<file path="src/rtl/gpoq_pkg.sv">
// Shared types and constants for the grid page overlap query unit.
`timescale 1ns / 1ps
`default_nettype none
package gpoq_pkg;

    localparam int DIV_W = 32;
    localparam int CNT_W = 7;
    localparam int IDX_W = 6;
    localparam int POS_W = 3;
    localparam int CFG_IDX_W = 3;
    localparam int DEF_MAX_COLUMNS = 8;
    localparam int DEF_MAX_ROWS = 8;

    localparam logic [1:0] ST_PAGE      = 2'd0;
    localparam logic [1:0] ST_MISS      = 2'd1;
    localparam logic [1:0] ST_INVALID   = 2'd2;
    localparam logic [1:0] ST_TOO_LARGE = 2'd3;

    localparam logic [CFG_IDX_W-1:0] CFG_MIN_X = 3'd0;
    localparam logic [CFG_IDX_W-1:0] CFG_MIN_Y = 3'd1;
    localparam logic [CFG_IDX_W-1:0] CFG_MAX_X = 3'd2;
    localparam logic [CFG_IDX_W-1:0] CFG_MAX_Y = 3'd3;
    localparam logic [CFG_IDX_W-1:0] CFG_MAX_W = 3'd4;

    typedef enum logic [2:0] {
        DOP_COLS, DOP_ROWS, DOP_PW, DOP_PH, DOP_FC, DOP_LC, DOP_FR, DOP_LR
    } t_div_op;

    typedef struct packed {
        logic       load_query;
        logic       div_start;
        t_div_op    div_op;
        logic       init_scan;
        logic       emit;
        logic [1:0] emit_status;
    } t_dp_cmd;

    typedef struct packed {
        logic cfg_invalid;
        logic too_large;
        logic miss;
        logic div_busy;
        logic div_done;
        logic scan_last;
        logic out_free;
    } t_dp_stat;

endpackage
`default_nettype wire

</file>
<file path="src/rtl/gpoq_div.sv">
// Iterative restoring divider, one quotient bit per cycle.
`timescale 1ns / 1ps
`default_nettype none
module gpoq_div
    import gpoq_pkg::*;
(
    input  wire logic             i_clk,
    input  wire logic             i_rst_n,
    input  wire logic             i_start,
    input  wire logic [DIV_W-1:0] i_dividend,
    input  wire logic [DIV_W-1:0] i_divisor,
    output logic                  o_busy,
    output logic                  o_done,
    output logic [DIV_W-1:0]      o_quot,
    output logic [DIV_W-1:0]      o_rem
);

    localparam int STEP_W = $clog2(DIV_W);

    logic [DIV_W-1:0]  r_rem, r_quot, r_div;
    logic [STEP_W-1:0] r_cnt;
    logic              r_busy, r_done;
    logic [DIV_W:0]    rem_sh, diff;

    assign rem_sh = {r_rem, r_quot[DIV_W-1]};
    assign diff   = rem_sh - {1'b0, r_div};

    always_ff @(posedge i_clk) begin
        if (!i_rst_n) begin
            r_busy <= 1'b0;
            r_done <= 1'b0;
            r_cnt  <= '0;
        end else begin
            r_done <= 1'b0;
            if (i_start) begin
                r_busy <= 1'b1;
                r_cnt  <= '0;
            end else if (r_busy) begin
                r_cnt <= r_cnt + 1'b1;
                if (r_cnt == STEP_W'(DIV_W - 1)) begin
                    r_busy <= 1'b0;
                    r_done <= 1'b1;
                end
            end
        end
    end

    always_ff @(posedge i_clk) begin
        if (i_start) begin
            r_rem  <= '0;
            r_quot <= i_dividend;
            r_div  <= i_divisor;
        end else if (r_busy) begin
            if (!diff[DIV_W]) begin
                r_rem  <= diff[DIV_W-1:0];
                r_quot <= {r_quot[DIV_W-2:0], 1'b1};
            end else begin
                r_rem  <= rem_sh[DIV_W-1:0];
                r_quot <= {r_quot[DIV_W-2:0], 1'b0};
            end
        end
    end

    assign o_busy = r_busy;
    assign o_done = r_done;
    assign o_quot = r_quot;
    assign o_rem  = r_rem;

endmodule
`default_nettype wire

</file>
<file path="src/rtl/gpoq_dp.sv">
// Datapath: configuration, query registers, grid arithmetic, page scan and result register.
`timescale 1ns / 1ps
`default_nettype none
module gpoq_dp
    import gpoq_pkg::*;
#(
    parameter int MAX_COLUMNS = DEF_MAX_COLUMNS,
    parameter int MAX_ROWS    = DEF_MAX_ROWS
)
(
    input  wire logic                 i_clk,
    input  wire logic                 i_rst_n,
    input  wire logic                 i_cfg_we,
    input  wire logic [CFG_IDX_W-1:0] i_cfg_index,
    input  wire logic [31:0]          i_cfg_data,
    input  wire logic [31:0]          i_query_min_x,
    input  wire logic [31:0]          i_query_min_y,
    input  wire logic [31:0]          i_query_max_x,
    input  wire logic [31:0]          i_query_max_y,
    input  wire logic                 i_stall,
    input  wire t_dp_cmd              i_cmd,
    output t_dp_stat                  o_stat,
    output logic                      o_valid,
    output logic [IDX_W-1:0]          o_page_index,
    output logic [POS_W-1:0]          o_page_column,
    output logic [POS_W-1:0]          o_page_row,
    output logic [1:0]                o_status,
    output logic                      o_last
);

    logic signed [31:0] r_bmin_x, r_bmin_y, r_bmax_x, r_bmax_y;
    logic [30:0]        r_mpw;
    logic signed [31:0] r_qx0, r_qy0, r_qx1, r_qy1;
    logic [DIV_W-1:0]   r_cols, r_rows, r_pw, r_ph;
    logic [CNT_W-1:0]   r_fc, r_lc, r_fr, r_lr, r_c, r_r;
    logic [IDX_W-1:0]   r_idx;

    logic               r_o_valid, r_o_last;
    logic [IDX_W-1:0]   r_o_idx;
    logic [POS_W-1:0]   r_o_col, r_o_row;
    logic [1:0]         r_o_status;

    logic signed [31:0] cx0, cy0, cx1, cy1;
    logic [32:0]        w_full, h_full, ox0, ox1, oy0, oy1;
    logic [DIV_W-1:0]   dividend, divisor, quot, rem, q_ceil, q_lim;
    logic               div_busy, div_done, col_end, row_end, out_free;
    logic [CNT_W-1:0]   cols_n, span;
    logic [2*CNT_W-1:0] start_prod;

    always_ff @(posedge i_clk) begin
        if (!i_rst_n) begin
            r_bmin_x <= 32'sd0;
            r_bmin_y <= 32'sd0;
            r_bmax_x <= 32'sd65536;
            r_bmax_y <= 32'sd65536;
            r_mpw    <= 31'd16384;
        end else if (i_cfg_we) begin
            case (i_cfg_index)
                CFG_MIN_X: r_bmin_x <= i_cfg_data;
                CFG_MIN_Y: r_bmin_y <= i_cfg_data;
                CFG_MAX_X: r_bmax_x <= i_cfg_data;
                CFG_MAX_Y: r_bmax_y <= i_cfg_data;
                CFG_MAX_W: r_mpw    <= i_cfg_data[30:0];
                default: ;
            endcase
        end
    end

    always_ff @(posedge i_clk) begin
        if (i_cmd.load_query) begin
            r_qx0 <= i_query_min_x;
            r_qy0 <= i_query_min_y;
            r_qx1 <= i_query_max_x;
            r_qy1 <= i_query_max_y;
        end
    end

    // Clipped query and the offsets of its edges from the board origin.
    assign cx0 = (r_qx0 > r_bmin_x) ? r_qx0 : r_bmin_x;
    assign cy0 = (r_qy0 > r_bmin_y) ? r_qy0 : r_bmin_y;
    assign cx1 = (r_qx1 < r_bmax_x) ? r_qx1 : r_bmax_x;
    assign cy1 = (r_qy1 < r_bmax_y) ? r_qy1 : r_bmax_y;

    assign w_full = {r_bmax_x[31], r_bmax_x} - {r_bmin_x[31], r_bmin_x};
    assign h_full = {r_bmax_y[31], r_bmax_y} - {r_bmin_y[31], r_bmin_y};
    assign ox0    = {cx0[31], cx0} - {r_bmin_x[31], r_bmin_x};
    assign ox1    = {cx1[31], cx1} - {r_bmin_x[31], r_bmin_x} - 33'd1;
    assign oy0    = {cy0[31], cy0} - {r_bmin_y[31], r_bmin_y};
    assign oy1    = {cy1[31], cy1} - {r_bmin_y[31], r_bmin_y} - 33'd1;

    always_comb begin
        case (i_cmd.div_op)
            DOP_COLS: begin dividend = w_full[31:0]; divisor = {1'b0, r_mpw}; end
            DOP_ROWS: begin dividend = h_full[31:0]; divisor = {1'b0, r_mpw}; end
            DOP_PW:   begin dividend = w_full[31:0]; divisor = r_cols;        end
            DOP_PH:   begin dividend = h_full[31:0]; divisor = r_rows;        end
            DOP_FC:   begin dividend = ox0[31:0];    divisor = r_pw;          end
            DOP_LC:   begin dividend = ox1[31:0];    divisor = r_pw;          end
            DOP_FR:   begin dividend = oy0[31:0];    divisor = r_ph;          end
            DOP_LR:   begin dividend = oy1[31:0];    divisor = r_ph;          end
            default:  begin dividend = '0;           divisor = '1;            end
        endcase
    end

    gpoq_div u_div (
        .i_clk      (i_clk),
        .i_rst_n    (i_rst_n),
        .i_start    (i_cmd.div_start),
        .i_dividend (dividend),
        .i_divisor  (divisor),
        .o_busy     (div_busy),
        .o_done     (div_done),
        .o_quot     (quot),
        .o_rem      (rem)
    );

    assign q_ceil = quot + DIV_W'(rem != '0);
    assign q_lim  = (i_cmd.div_op == DOP_LC) ? r_cols - 1'b1 : r_rows - 1'b1;

    always_ff @(posedge i_clk) begin
        if (div_done) begin
            case (i_cmd.div_op)
                DOP_COLS: r_cols <= q_ceil;
                DOP_ROWS: r_rows <= q_ceil;
                DOP_PW:   r_pw   <= q_ceil;
                DOP_PH:   r_ph   <= q_ceil;
                DOP_FC:   r_fc   <= quot[CNT_W-1:0];
                DOP_FR:   r_fr   <= quot[CNT_W-1:0];
                DOP_LC, DOP_LR: begin
                    if (i_cmd.div_op == DOP_LC)
                        r_lc <= (quot > q_lim) ? q_lim[CNT_W-1:0] : quot[CNT_W-1:0];
                    else
                        r_lr <= (quot > q_lim) ? q_lim[CNT_W-1:0] : quot[CNT_W-1:0];
                end
                default: ;
            endcase
        end
    end

    // Page scan in row-major order; the index is kept modulo the result width.
    assign cols_n     = r_cols[CNT_W-1:0];
    assign span       = r_lc - r_fc;
    assign start_prod = r_fr * cols_n;
    assign col_end    = (r_c == r_lc);
    assign row_end    = (r_r == r_lr);

    always_ff @(posedge i_clk) begin
        if (i_cmd.init_scan) begin
            r_c   <= r_fc;
            r_r   <= r_fr;
            r_idx <= start_prod[IDX_W-1:0] + r_fc[IDX_W-1:0];
        end else if (i_cmd.emit && i_cmd.emit_status == ST_PAGE) begin
            if (col_end) begin
                r_c   <= r_fc;
                r_r   <= r_r + 1'b1;
                r_idx <= r_idx + cols_n[IDX_W-1:0] - span[IDX_W-1:0];
            end else begin
                r_c   <= r_c + 1'b1;
                r_idx <= r_idx + 1'b1;
            end
        end
    end

    assign out_free = !r_o_valid || !i_stall;

    always_ff @(posedge i_clk) begin
        if (!i_rst_n) begin
            r_o_valid <= 1'b0;
        end else if (i_cmd.emit) begin
            r_o_valid <= 1'b1;
        end else if (!i_stall) begin
            r_o_valid <= 1'b0;
        end
    end

    always_ff @(posedge i_clk) begin
        if (i_cmd.emit) begin
            r_o_status <= i_cmd.emit_status;
            if (i_cmd.emit_status == ST_PAGE) begin
                r_o_idx  <= r_idx;
                r_o_col  <= r_c[POS_W-1:0];
                r_o_row  <= r_r[POS_W-1:0];
                r_o_last <= col_end && row_end;
            end else begin
                r_o_idx  <= '0;
                r_o_col  <= '0;
                r_o_row  <= '0;
                r_o_last <= 1'b1;
            end
        end
    end

    assign o_stat.cfg_invalid = (r_bmax_x <= r_bmin_x) || (r_bmax_y <= r_bmin_y) ||
                                (r_mpw == '0);
    assign o_stat.too_large   = (r_cols > DIV_W'(MAX_COLUMNS)) ||
                                (r_rows > DIV_W'(MAX_ROWS));
    assign o_stat.miss        = (cx1 <= cx0) || (cy1 <= cy0);
    assign o_stat.div_busy    = div_busy;
    assign o_stat.div_done    = div_done;
    assign o_stat.scan_last   = col_end && row_end;
    assign o_stat.out_free    = out_free;

    assign o_valid       = r_o_valid;
    assign o_page_index  = r_o_idx;
    assign o_page_column = r_o_col;
    assign o_page_row    = r_o_row;
    assign o_status      = r_o_status;
    assign o_last        = r_o_last;

endmodule
`default_nettype wire

</file>
<file path="src/rtl/gpoq_ctrl.sv">
// Controller: sequences the checks, the divisions and the page scan of one request.
`timescale 1ns / 1ps
`default_nettype none
module gpoq_ctrl
    import gpoq_pkg::*;
(
    input  wire logic     i_clk,
    input  wire logic     i_rst_n,
    input  wire logic     i_valid,
    output logic          o_stall,
    input  wire t_dp_stat i_stat,
    output t_dp_cmd       o_cmd
);

    typedef enum logic [3:0] {
        S_IDLE, S_CHECK, S_DSTART, S_DWAIT, S_GRID, S_CLIP, S_INIT, S_EMIT, S_STATUS
    } t_state;

    t_state     r_state, n_state;
    t_div_op    r_op, n_op;
    logic [1:0] r_code, n_code;

    always_comb begin
        n_state = r_state;
        n_op    = r_op;
        n_code  = r_code;
        o_cmd   = '0;
        o_cmd.div_op      = r_op;
        o_cmd.emit_status = ST_PAGE;
        case (r_state)
            S_IDLE: begin
                if (i_valid) begin
                    o_cmd.load_query = 1'b1;
                    n_state = S_CHECK;
                end
            end
            S_CHECK: begin
                if (i_stat.cfg_invalid) begin
                    n_code  = ST_INVALID;
                    n_state = S_STATUS;
                end else begin
                    n_op    = DOP_COLS;
                    n_state = S_DSTART;
                end
            end
            S_DSTART: begin
                o_cmd.div_start = 1'b1;
                n_state = S_DWAIT;
            end
            S_DWAIT: begin
                if (i_stat.div_done) begin
                    n_state = S_DSTART;
                    case (r_op)
                        DOP_COLS: n_op = DOP_ROWS;
                        DOP_ROWS: n_state = S_GRID;
                        DOP_PW:   n_op = DOP_PH;
                        DOP_PH:   n_state = S_CLIP;
                        DOP_FC:   n_op = DOP_LC;
                        DOP_LC:   n_op = DOP_FR;
                        DOP_FR:   n_op = DOP_LR;
                        DOP_LR:   n_state = S_INIT;
                        default:  n_state = S_IDLE;
                    endcase
                end
            end
            S_GRID: begin
                if (i_stat.too_large) begin
                    n_code  = ST_TOO_LARGE;
                    n_state = S_STATUS;
                end else begin
                    n_op    = DOP_PW;
                    n_state = S_DSTART;
                end
            end
            S_CLIP: begin
                if (i_stat.miss) begin
                    n_code  = ST_MISS;
                    n_state = S_STATUS;
                end else begin
                    n_op    = DOP_FC;
                    n_state = S_DSTART;
                end
            end
            S_INIT: begin
                o_cmd.init_scan = 1'b1;
                n_state = S_EMIT;
            end
            S_EMIT: begin
                if (i_stat.out_free) begin
                    o_cmd.emit = 1'b1;
                    if (i_stat.scan_last)
                        n_state = S_IDLE;
                end
            end
            S_STATUS: begin
                o_cmd.emit_status = r_code;
                if (i_stat.out_free) begin
                    o_cmd.emit = 1'b1;
                    n_state = S_IDLE;
                end
            end
            default: n_state = S_IDLE;
        endcase
    end

    always_ff @(posedge i_clk) begin
        if (!i_rst_n) begin
            r_state <= S_IDLE;
            r_op    <= DOP_COLS;
            r_code  <= ST_PAGE;
        end else begin
            r_state <= n_state;
            r_op    <= n_op;
            r_code  <= n_code;
        end
    end

    assign o_stall = (r_state != S_IDLE);

endmodule
`default_nettype wire

</file>
<file path="src/rtl/grid_page_overlap_query_unit.sv">
// Top level of the grid page overlap query unit.
//
// Channel  Direction  Handshake           Payload
// query    in         i_valid / o_stall   i_query_min_x/y, i_query_max_x/y
// result   out        o_valid / i_stall   o_page_index, o_page_column, o_page_row,
//                                         o_status, o_last
// config   in         i_cfg_we            i_cfg_index, i_cfg_data
//
// One request at a time. A full request runs eight divisions on one shared
// divider of 32 steps, then gives one page a cycle while the result channel
// is not stalled. Errors and misses end earlier with a single status result.
// Reset is synchronous and active low; configuration returns to its reset values.
// A stalled result holds in the output register; the scan waits for it.
`timescale 1ns / 1ps
`default_nettype none
module grid_page_overlap_query_unit
    import gpoq_pkg::*;
#(
    parameter int MAX_COLUMNS = DEF_MAX_COLUMNS,
    parameter int MAX_ROWS    = DEF_MAX_ROWS
)
(
    input  wire logic                 i_clk,
    input  wire logic                 i_rst_n,
    input  wire logic                 i_cfg_we,
    input  wire logic [CFG_IDX_W-1:0] i_cfg_index,
    input  wire logic [31:0]          i_cfg_data,
    input  wire logic                 i_valid,
    output logic                      o_stall,
    input  wire logic signed [31:0]   i_query_min_x,
    input  wire logic signed [31:0]   i_query_min_y,
    input  wire logic signed [31:0]   i_query_max_x,
    input  wire logic signed [31:0]   i_query_max_y,
    output logic                      o_valid,
    input  wire logic                 i_stall,
    output logic [IDX_W-1:0]          o_page_index,
    output logic [POS_W-1:0]          o_page_column,
    output logic [POS_W-1:0]          o_page_row,
    output logic [1:0]                o_status,
    output logic                      o_last
);

    t_dp_cmd  cmd;
    t_dp_stat stat;

    gpoq_ctrl u_ctrl (
        .i_clk   (i_clk),
        .i_rst_n (i_rst_n),
        .i_valid (i_valid),
        .o_stall (o_stall),
        .i_stat  (stat),
        .o_cmd   (cmd)
    );

    gpoq_dp #(
        .MAX_COLUMNS (MAX_COLUMNS),
        .MAX_ROWS    (MAX_ROWS)
    ) u_dp (
        .i_clk         (i_clk),
        .i_rst_n       (i_rst_n),
        .i_cfg_we      (i_cfg_we),
        .i_cfg_index   (i_cfg_index),
        .i_cfg_data    (i_cfg_data),
        .i_query_min_x (i_query_min_x),
        .i_query_min_y (i_query_min_y),
        .i_query_max_x (i_query_max_x),
        .i_query_max_y (i_query_max_y),
        .i_stall       (i_stall),
        .i_cmd         (cmd),
        .o_stat        (stat),
        .o_valid       (o_valid),
        .o_page_index  (o_page_index),
        .o_page_column (o_page_column),
        .o_page_row    (o_page_row),
        .o_status      (o_status),
        .o_last        (o_last)
    );

    // A result is only written when the output register can take it.
    a_emit_free: assert property (@(posedge i_clk) disable iff (!i_rst_n)
        cmd.emit |-> stat.out_free)
        else $error("result written over a held result");

    // An accepted request keeps the block busy in the next cycle.
    a_busy_after_accept: assert property (@(posedge i_clk) disable iff (!i_rst_n)
        i_valid && !o_stall |=> o_stall)
        else $error("request accepted without going busy");

    // Status results carry zero coordinates and close the request.
    a_status_fields: assert property (@(posedge i_clk) disable iff (!i_rst_n)
        o_valid && (o_status != ST_PAGE) |-> o_last && (o_page_index == '0) &&
        (o_page_column == '0) && (o_page_row == '0))
        else $error("status result with page fields set");

    // The divider is never restarted in the middle of a division.
    a_div_start_idle: assert property (@(posedge i_clk) disable iff (!i_rst_n)
        cmd.div_start |-> !stat.div_busy)
        else $error("divider restarted while busy");

endmodule
`default_nettype wire
</file>
<file path="config.mk">
export PLATFORM = sky130hd
export DESIGN_NAME = grid_page_overlap_query_unit
export DESIGN_NICKNAME = d
export VERILOG_FILES = /design/src/rtl/gpoq_pkg.sv /design/src/rtl/gpoq_div.sv /design/src/rtl/gpoq_dp.sv /design/src/rtl/gpoq_ctrl.sv /design/src/rtl/grid_page_overlap_query_unit.sv
export SDC_FILE = /design/constraint.sdc
export NUM_CORES = 2
export LEC_CHECK = 0
export ABC_CLOCK_PERIOD_IN_PS = 9100
export BUFFER_PORTS_ARGS = -buffer_cell sky130_fd_sc_hd__buf_2
export CORE_MARGIN = 4
export CORE_UTILIZATION = 55
export DETAILED_ROUTE_END_ITERATION = 8
export PLACE_DENSITY = 0.81
export SLEW_MARGIN = 0
export SYNTH_ARGS = -nofsm -noshare
export SYNTH_HDL_FRONTEND = slang
export SYNTH_HIERARCHICAL = 1
export SYNTH_SLANG_ARGS = --single-unit
</file>
<file path="constraint.sdc">
create_clock -name i_clk -period 9.1 [get_ports i_clk]
set_input_delay 0.91 -clock i_clk [delete_from_list [all_inputs] [get_ports i_clk]]
set_output_delay 0.91 -clock i_clk [all_outputs]
set_load 0.03 [all_outputs]
</file>
==> flow_summary.yaml <==
grt:
  grt_overflow: 0
  grt_max_degree: 93
  grt_pass1_wl_um: 231000
  grtUsageTotal_pct: 35.8
  grt_antenna_before_repair: 6
  grt_pass1_vias: 36600
cts:
  ctsHtreeMaxLevel: 3
  clock_tree.buffer_depth: 3
  clk_pin_slew_ns: 0.07
  cts_tree: "built"
  cts_resized: 0
  root_buffer: "clkbuf_16"
  post_cts_buffers: 0
  cts_buffers: 68
  cts_hold_buf: 0
  clk_latency_ns: 0.63
  cts.sinks: 591
placed_design:
  io_buffers: 184
  dp_hpwl_um: 122000
  place.gp.congestion: 1.10
  dp.cells: 5785
sta:
  fin_crit_ns: 7.77
  slew_viol_final: 0
  final_hold_viol_count: 0
  slew_headroom_pct: 22.0
  timing.fmax_mhz: 129
  tns_ns: 0
  skew_ns: 0.0366
  grt_setup_unrepaired: "false"
  worstMarginPinSlew_ns: 1.16
  period_share_pct: 85.4
  setup_viol: 0
floorplan:
  fp-row-count: 103
  initial_core_util_pct: 55.5
  die-width_um: 291
  io_pins: 185
  coreArea_um2: 79100
  die-height_um: 291
  die_area_um2: 84500
yosys:
  mappedNetlistArea_um2: 43900
  netlist_instances: 4669
  synth_fp_nets: 5329
  yosys_warnings: 6
  avgSynthCellArea_um2: 9.41
status:
  status: "finished clean"
setup_path:
  cp_slowest_stage_delay_ns: 0.81
  slowest_stage: "o41ai_1"
  startpoint_type: "flop"
  critical_path_class: "reg -> reg"
  endpoint_kind: "flop"
  crit_arrival_ns: 8.16
  cp_max_fo: 64
  cp.required_ns: 9.49
drt:
  avgViaCountPerCell: 6.45
  via_count: 38100
  wire_per_inst_um: 26.5
  drt_first_pass_iters: 6
  route.final.wire_length_um: 157000
  dr.first_iter.drc_count: 4235
  drtAntennaViolNets: 0
  drc: 0
final_layout:
  fillers: 6614
  nets: 5465
  stdcell_count: 5910
  drive_gt1_share_pct: 10.8
  area_growth_pct: 9.83
power_and_ir_drop:
  powerDensity_nw_per_um2: 209
  p_leak_nw: 19.4
  vdd_ir_drop_max_v: 0.000171
min_path:
  hold_path_class: "in -> reg"
flow_run:
  maxCapViolations: 0
registers in the layout (all words and copies together), names as in the netlist, 31 cells and up:
name,flops
u_dp/r_bmax_y,32
u_dp/r_bmin_y,32
u_dp/u_div/o_rem,32
u_dp/r_qy1,32
u_dp/r_pw,32
u_dp/r_ph,32
u_dp/r_qy0,32
u_dp/r_qx0,32
u_dp/r_qx1,32
u_dp/r_rows,32
u_dp/r_bmin_x,32
u_dp/r_cols,32
u_dp/u_div/r_div,32
u_dp/r_bmax_x,32
u_dp/u_div/o_quot,32
u_dp/r_mpw,31
report_power, final:
| group | internal, mW | total (mW) | leakage [nW] | switching, mW |
|---|---|---|---|---|
| Combinational | 1.51 | 3.91 | 13.0 | 2.41 |
| Sequential | 3.06 | 3.25 | 5.23 | 0.187 |
| Clock | 1.73 | 2.90 | 1.13 | 1.18 |
worst max-delay path, delay by kind of cell, from the launching register on:
kind | cells | cell delay (ns)
multiplexers | 2 | 0.60
buffers and inverters | 2 | 0.64
AND/OR/NAND/NOR | 6 | 0.85
AO/OA/AOI/OAI | 12 | 4.09
flip-flops | 1 | 0.39
adder cells (fa/ha/maj) | 3 | 0.92
per-layer routing:
layer  track usage [%]  share of wire, %  vias up
met5                 0             0.017        -
met4              20.3               6.8        4
met3              5.46               9.0      377
met2              55.7                44     2066
met1              47.8                40    18300
li1                  -                 -    17300
final cells by class:
type | instances | area [um2] | share of cell area [%]
clock buffers | 92 | 1880 | 3.90
multi-input cells | 3596 | 26500 | 54.9
clock inverters | 31 | 437 | 0.905
diodes | 2 | 5.00 | 0.0104
inverters | 325 | 1220 | 2.53
repair buffers | 223 | 1220 | 2.52
flip-flops and latches | 591 | 15700 | 32.5
well taps | 1050 | 1310 | 2.72
placed cells by master (no fill, tap or decap), drive strengths merged, types with 24 or more instances in the layout:
| cell type | count |
|---|---|
| a211oi | 61 |
| a21boi | 160 |
| a21o | 124 |
| a21oi | 292 |
| a31oi | 25 |
| and2 | 45 |
| and3 | 49 |
| buf | 223 |
| clkbuf | 92 |
| dfxtp | 208 |
| edfxtp | 383 |
| fa | 24 |
| ha | 468 |
| inv | 331 |
| mux2 | 159 |
| mux2i | 68 |
| mux4 | 32 |
| nand2 | 584 |
| nand2b | 46 |
| nand3 | 86 |
| nand4 | 82 |
| nor2 | 232 |
| nor2b | 53 |
| nor3 | 70 |
| nor4 | 44 |
| o211ai | 26 |
| o21ai | 229 |
| o21bai | 31 |
| o22ai | 28 |
| xnor2 | 183 |
| xor2 | 119 |
worst paths after layout:
kind                                        start               endpoint  slack, ns  depth (start not counted)
worst max-delay path             u_dp/r_bmax_y[1]  u_dp/u_div/o_quot[30]       1.33                         25
worst min-delay path            i_query_max_y[15]         u_dp/r_qy1[15]       0.45                          1
worst max register to register   u_dp/r_bmax_y[1]  u_dp/u_div/o_quot[30]       1.33                         25
worst min register to register  u_dp/r_bmin_y[26]      u_dp/r_bmin_y[26]       0.48                          2
stage by stage:
stage	power (mW)	cell area (um2)	setup slack, ns	hold WS, ns	util, %
after detailed placement	7.07	45900	1.49	0.473	58.0
after global routing	10.5	48300	1.07	0.441	61.0
after CTS	9.98	48300	1.49	0.428	61.0
after floorplan	5.90	43900	2.74	0.448	-
after global placement	7.04	45900	1.50	0.463	58.0
final	10.1	48300	1.33	0.452	61.0
Power figures use the tool's default switching activity.
